`src/hw/rtl/hrbm_pkg.sv`:
```
`timescale 1ns / 1ps
`default_nettype none

package hrbm_pkg;

	localparam int SLOT_MAX = 6;
	localparam int KEY_W    = 8;
	localparam int MASK_W   = 13;

	typedef logic [KEY_W-1:0]                key_t;
	typedef logic [SLOT_MAX-1:0][KEY_W-1:0]  keys_t;
	typedef logic [MASK_W-1:0]               mask_t;

	// Mapped key codes
	localparam key_t KEY_EMPTY   = 8'h00;
	localparam key_t KEY_UP      = 8'h52;
	localparam key_t KEY_DOWN    = 8'h51;
	localparam key_t KEY_LEFT    = 8'h50;
	localparam key_t KEY_RIGHT   = 8'h4F;
	localparam key_t KEY_A       = 8'h1B;
	localparam key_t KEY_B       = 8'h1D;
	localparam key_t KEY_X       = 8'h16;
	localparam key_t KEY_Y       = 8'h04;
	localparam key_t KEY_L       = 8'h14;
	localparam key_t KEY_R       = 8'h1A;
	localparam key_t KEY_START   = 8'h28;
	localparam key_t KEY_START2  = 8'h58;
	localparam key_t KEY_SELECT  = 8'h2C;
	localparam key_t KEY_ESCAPE  = 8'h29;

	// Button bit positions
	localparam int BTN_UP     = 0;
	localparam int BTN_DOWN   = 1;
	localparam int BTN_LEFT   = 2;
	localparam int BTN_RIGHT  = 3;
	localparam int BTN_A      = 4;
	localparam int BTN_B      = 5;
	localparam int BTN_X      = 6;
	localparam int BTN_Y      = 7;
	localparam int BTN_L      = 8;
	localparam int BTN_R      = 9;
	localparam int BTN_START  = 10;
	localparam int BTN_SELECT = 11;
	localparam int BTN_ESCAPE = 12;

	// Decode one key code into its button bit, zero for unmapped codes
	function automatic mask_t code_to_bit(input key_t code);
		mask_t m;
		m = '0;
		unique case (code)
			KEY_UP:                m[BTN_UP]     = 1'b1;
			KEY_DOWN:              m[BTN_DOWN]   = 1'b1;
			KEY_LEFT:              m[BTN_LEFT]   = 1'b1;
			KEY_RIGHT:             m[BTN_RIGHT]  = 1'b1;
			KEY_A:                 m[BTN_A]      = 1'b1;
			KEY_B:                 m[BTN_B]      = 1'b1;
			KEY_X:                 m[BTN_X]      = 1'b1;
			KEY_Y:                 m[BTN_Y]      = 1'b1;
			KEY_L:                 m[BTN_L]      = 1'b1;
			KEY_R:                 m[BTN_R]      = 1'b1;
			KEY_START, KEY_START2: m[BTN_START]  = 1'b1;
			KEY_SELECT:            m[BTN_SELECT] = 1'b1;
			KEY_ESCAPE:            m[BTN_ESCAPE] = 1'b1;
			default:               m = '0;
		endcase
		return m;
	endfunction

endpackage

`default_nettype wire

```
`src/hw/rtl/hrbm_diff.sv`:
```
`timescale 1ns / 1ps
`default_nettype none

module hrbm_diff #(
	parameter int KEY_SLOTS = 6
) (
	input  var hrbm_pkg::keys_t cur_keys,
	input  var hrbm_pkg::keys_t prev_keys,
	input  var hrbm_pkg::mask_t held,
	output var hrbm_pkg::mask_t next_held
);
	import hrbm_pkg::*;

	mask_t set_mask;
	mask_t clr_mask;

	// Compare every live slot of one report against the other report
	always_comb begin
		logic in_prev;
		logic in_cur;
		set_mask = '0;
		clr_mask = '0;
		for (int i = 0; i < SLOT_MAX; i++) begin
			in_prev = 1'b0;
			in_cur  = 1'b0;
			for (int j = 0; j < SLOT_MAX; j++) begin
				if (j < KEY_SLOTS) begin
					if (prev_keys[j] == cur_keys[i]) in_prev = 1'b1;
					if (cur_keys[j] == prev_keys[i]) in_cur  = 1'b1;
				end
			end
			if (i < KEY_SLOTS) begin
				if (cur_keys[i] != KEY_EMPTY && !in_prev)
					set_mask = set_mask | code_to_bit(cur_keys[i]);
				if (prev_keys[i] != KEY_EMPTY && !in_cur)
					clr_mask = clr_mask | code_to_bit(prev_keys[i]);
			end
		end
	end

	// Presses first, then releases win
	assign next_held = (held | set_mask) & ~clr_mask;

endmodule

`default_nettype wire

```
`src/hw/rtl/hid_report_to_button_mask_top.sv`:
```
`timescale 1ns / 1ps
`default_nettype none
// Keyboard report diff to button mask.
// An accepted report goes to the input register, then its mask to the output register.
// Throughput: one report per cycle unless mask_stall holds the output; a full 6x6 key
// comparator between input and output registers updates held state in the same cycle.
// Reset: arst_n clears the stored report to empty slots, the held mask to zero, and
// both valid flags.

module hid_report_to_button_mask_top #(
	parameter int KEY_SLOTS = 6
) (
	input  var logic             clk,
	input  var logic             arst_n,
	input  var logic             key_valid,
	output var logic             key_stall,
	input  var hrbm_pkg::key_t   key_slot_0,
	input  var hrbm_pkg::key_t   key_slot_1,
	input  var hrbm_pkg::key_t   key_slot_2,
	input  var hrbm_pkg::key_t   key_slot_3,
	input  var hrbm_pkg::key_t   key_slot_4,
	input  var hrbm_pkg::key_t   key_slot_5,
	output var logic             mask_valid,
	input  var logic             mask_stall,
	output var hrbm_pkg::mask_t  button_mask
);
	import hrbm_pkg::*;

	logic  valid_s1;
	keys_t keys_s1;
	keys_t prev_keys_q;
	mask_t held_q;
	mask_t next_held;
	logic  mask_valid_q;
	mask_t button_mask_q;
	logic  advance;
	keys_t store_keys;

	// Move the staged word on when the output register is free or being taken
	assign advance   = valid_s1 && (!mask_valid_q || !mask_stall);
	assign key_stall = valid_s1 && !advance;

	// Input register
	always_ff @(posedge clk or negedge arst_n) begin
		if (!arst_n) begin
			valid_s1 <= 1'b0;
		end else if (!key_stall) begin
			valid_s1 <= key_valid;
		end
	end

	always_ff @(posedge clk) begin
		if (key_valid && !key_stall) begin
			keys_s1 <= {key_slot_5, key_slot_4, key_slot_3,
				key_slot_2, key_slot_1, key_slot_0};
		end
	end

	hrbm_diff #(
		.KEY_SLOTS(KEY_SLOTS)
	) u_diff (
		.cur_keys (keys_s1),
		.prev_keys(prev_keys_q),
		.held     (held_q),
		.next_held(next_held)
	);

	// Drop slots past the configured count before storing
	always_comb begin
		for (int i = 0; i < SLOT_MAX; i++) begin
			store_keys[i] = (i < KEY_SLOTS) ? keys_s1[i] : KEY_EMPTY;
		end
	end

	// Update report history and held mask
	always_ff @(posedge clk or negedge arst_n) begin
		if (!arst_n) begin
			prev_keys_q <= '0;
			held_q      <= '0;
		end else if (advance) begin
			prev_keys_q <= store_keys;
			held_q      <= next_held;
		end
	end

	// Output register
	always_ff @(posedge clk or negedge arst_n) begin
		if (!arst_n) begin
			mask_valid_q <= 1'b0;
		end else if (advance) begin
			mask_valid_q <= 1'b1;
		end else if (!mask_stall) begin
			mask_valid_q <= 1'b0;
		end
	end

	always_ff @(posedge clk) begin
		if (advance) begin
			button_mask_q <= next_held;
		end
	end

	assign mask_valid  = mask_valid_q;
	assign button_mask = button_mask_q;

endmodule

`default_nettype wire

```
`config.mk`:
```
export PLATFORM = sky130hd
export DESIGN_NAME = hid_report_to_button_mask_top
export DESIGN_NICKNAME = d
export VERILOG_FILES = /design/src/hw/rtl/hrbm_pkg.sv /design/src/hw/rtl/hrbm_diff.sv /design/src/hw/rtl/hid_report_to_button_mask_top.sv
export SDC_FILE = /design/constraint.sdc
export NUM_CORES = 1
export LEC_CHECK = 0
export BUFFER_PORTS_ARGS = -buffer_cell sky130_fd_sc_hd__clkbuf_2
export CAP_MARGIN = 0
export CORE_MARGIN = 4
export CORE_UTILIZATION = 53
export DETAILED_ROUTE_END_ITERATION = 8
export GPL_TIMING_DRIVEN = 0
export PLACE_DENSITY = 0.78
export SLEW_MARGIN = 20
export SYNTH_ARGS = -nofsm -noshare
export SYNTH_HDL_FRONTEND = slang
export SYNTH_SLANG_ARGS = --single-unit
```
`constraint.sdc`:
```
create_clock -name clk -period 7 [get_ports clk]
set_input_delay 1.05 -clock clk [delete_from_list [all_inputs] [get_ports clk]]
set_output_delay 1.05 -clock clk [all_outputs]
set_load 0.05 [all_outputs]
```
==> impl_metrics.toml <==
[outcome]
outcome = "finished, final reports clean"

[final_layout]
fillers = 1927
drive_gt1_frac = 0.145
area_growth_syn_to_layout_pct = 11.7
fin_cells = 1802
multi_input_area_mm2 = 0.00733
regArea_mm2 = 0.00341
nets = 1566
antenna_cells = 0

[clock_tree]
cts_hold_buf = 0
numCtsBuffers = 17
clk_pin_slew_ns = 0.08
clock_latency_ns = 0.45
cts_resized = 0
cts.path.max_buffers = 2
cts_tree = "done"
clock-sinks = 124
cts_root_buf = "clkbuf_16"
cts_setup_buffers = 0
htreeDepth = 4

[setup_path]
crit_type = "reg2reg"
arrival_ns = 4.59
critPathCaptureType = "register"
cp.required_ns = 7.16
start_kind = "register"
crit_path_max_fanout = 10

[power]
switching_share = 0.427
p_leak_uw = 0.00519
internal_power_uw = 1740
switchingPower_uw = 1300
seq_power_share = 0.309
combPwrFrac = 0.376
vdd_drop_max_mv = 0.164
clkPwrFrac = 0.316
power_density_mw_per_mm2 = 239

[logic_synthesis]
synth-seq-cells = 124
synth_compound_area_frac = 0.0649
synth_xor_area_frac = 0.221
synth_edf_count = 61
postSynth.asyncResetShare = 0.508
syn_nets = 1479
ys_seq_area_frac = 0.299
synth_area_mm2 = 0.0114
postSynthAreaPerCell_um2 = 7.98
synthSimpleGateAreaFrac = 0.356
synth.area.mux_share = 0.000988
synthDistinctLibCells = 70
synth-main-ff-cell = "dfrtp_1"
synth_cells = 1427
post_synth_fa_ha_maj_area_fraction = 0
synth_warnings = 0
synth_top_family_by_area = "simple AND/OR/NAND/NOR gates"

[routing]
wl_per_cell_um = 29.9
drt_iter0_drc = 1693
dr_total_vias = 12441
routed_wl_mm = 53.8
final_antenna_net_count = 0
drc = 0
dr.pass1.iters = 7
vias_per_cell = 6.90

[global_route]
overflow = 0
grt_pass1_vias = 11708
grt_pass1_wl_mm = 77.2
antenna_found_initial = 0
track_usage = 0.443
grt_max_degree = 45

[die]
core_mm2 = 0.0211
die_h_um = 155
rows = 53
die_x_um = 155
initial_core_util = 0.540
ioPinCount = 67
die-area_mm2 = 0.0239

[sta]
slew_viol_final = 0
max_clock_freq_mhz = 226
slew_headroom = 0.112
tightest_slew_ns = 1.33
grt_setup_unrepaired = "no"
fin_tns_setup_ns = 0
period_share = 0.633
finalHoldViolCount = 0
finClkSkew_ns = 0.0173
fin_crit_ns = 4.43
setup_violations = 0

[placed_design]
dp_cells = 1770
place_hpwl_mm = 40.1
port_buffers = 66
place.gp.congestion = 1.13

[run]
drv_cap = 0

[worst_hold_path]
hold_class = "reg2reg"
-- metal layers --
metal / GRT usage / share of wire
met5: 0 / 0
met1: 0.553 / 0.35
met3: 0.169 / 0.16
met4: 0.333 / 0.098
met2: 0.618 / 0.40
-- metrics by stage --
stage / worst slack (ns) / area (um^2) / total power (uW) / hold WS [ns] / utilization
global route: 2.75 / 12700 / 3120 / 0.515 / 0.603
global placement: 2.96 / 12100 / 2010 / 0.466 / 0.572
finish: 2.57 / 12700 / 3040 / 0.503 / 0.603
floorplan: 4.26 / 11400 / 1700 / 0.449 / -
CTS: 2.96 / 12700 / 2980 / 0.501 / 0.603
detailed placement: 2.99 / 12100 / 2030 / 0.480 / 0.575
-- layout by cell type (no fill, tap or decap), drive strengths merged, types with 4 or more instances in the layout --
| cell type | instances |
|---|---|
| a211oi | 8 |
| a21oi | 26 |
| a22oi | 5 |
| a31oi | 9 |
| a41o | 4 |
| a41oi | 6 |
| and2 | 12 |
| and3 | 5 |
| and4 | 5 |
| and4b | 5 |
| buf | 112 |
| clkbuf | 104 |
| clkinv | 4 |
| dfrtp | 63 |
| edfxtp | 61 |
| inv | 19 |
| nand2 | 234 |
| nand2b | 30 |
| nand3 | 52 |
| nand3b | 12 |
| nand4 | 71 |
| nand4b | 8 |
| nor2 | 96 |
| nor2b | 27 |
| nor3 | 59 |
| nor3b | 12 |
| nor4 | 98 |
| nor4b | 12 |
| o211ai | 6 |
| o21ai | 12 |
| o31ai | 4 |
| o41ai | 4 |
| or2 | 5 |
| or3 | 8 |
| or4 | 6 |
| or4b | 5 |
| xnor2 | 112 |
| xor2 | 176 |
-- cell type report --
cell class	instances	share of cell area
Clock buffer	17	0.0334
Clock inverter	15	0.0137
Tap cell	275	0.0270
Inverter	10	0.00295
Multi-Input combinational cell	1162	0.576
Sequential cell	124	0.268
Buffer	131	0.0491
Timing Repair Buffer	68	0.0299
-- final timing paths --
kind | startpoint | cells after the start | slack, ns | to
min in group asynchronous | arst_n | 1 | 0.56 | mask_valid
max in group asynchronous | arst_n | 2 | 5.84 | prev_keys_q[16]
setup reg to reg | keys_s1[29] | 9 | 2.57 | button_mask[7]
setup / recovery | keys_s1[29] | 9 | 2.57 | button_mask[7]
hold / removal | valid_s1 | 1 | 0.50 | mask_valid
hold reg to reg | valid_s1 | 1 | 0.50 | mask_valid
-- critical path, cell delays in order, from the launching register on --
cell and delay, ns:
edfxtp_1 0.37, clkbuf_1 0.99, xor2_1 0.15, nor4_1 0.79
nand2_1 0.22, o2111a_1 0.33, a31oi_1 0.25, o221ai_1 0.18
nor4_1 0.72, nor3_1 0.14
-- cells by family (layout without fill, tap and decap cells) --
kind of cell    after synthesis  in the layout
compound gates              104            104
xor+xnor                    288            288
buf+inv                     141            241
flops                       124            124
mux                           1              1
simple gates                769            769
-- flip-flops by register name, indices dropped and copies added (netlist names) --
name,flops
keys_s1,48
prev_keys_q,48
button_mask,13
held_q,13
mask_valid,1
valid_s1,1
-- cells in the mapped netlist, types with 27 or more instances --
master      n  area (um^2)
buf_2     104          521
dfrtp_1    63         1580
edfxtp_1   61         1830
nand2_1   234          878
nand2b_1   30          188
nand3_1    52          260
nand4_1    71          444
nor2_1     96          360
nor2b_1    27          169
nor3_1     58          290
nor4_1     96          601
xnor2_1   112          981
xor2_1    176         1540
-- power groups by stage --
stage	Sequential, uW	Clock (uW)	Combinational [uW]
6_report	938	959	1140
5_1_grt	941	980	1200
4_1_cts	932	948	1100
3_5_place_dp	946	0	1090
3_3_place_gp	944	0	1060
2_1_floorplan	949	0	749
(Power assumes the default switching activity.)
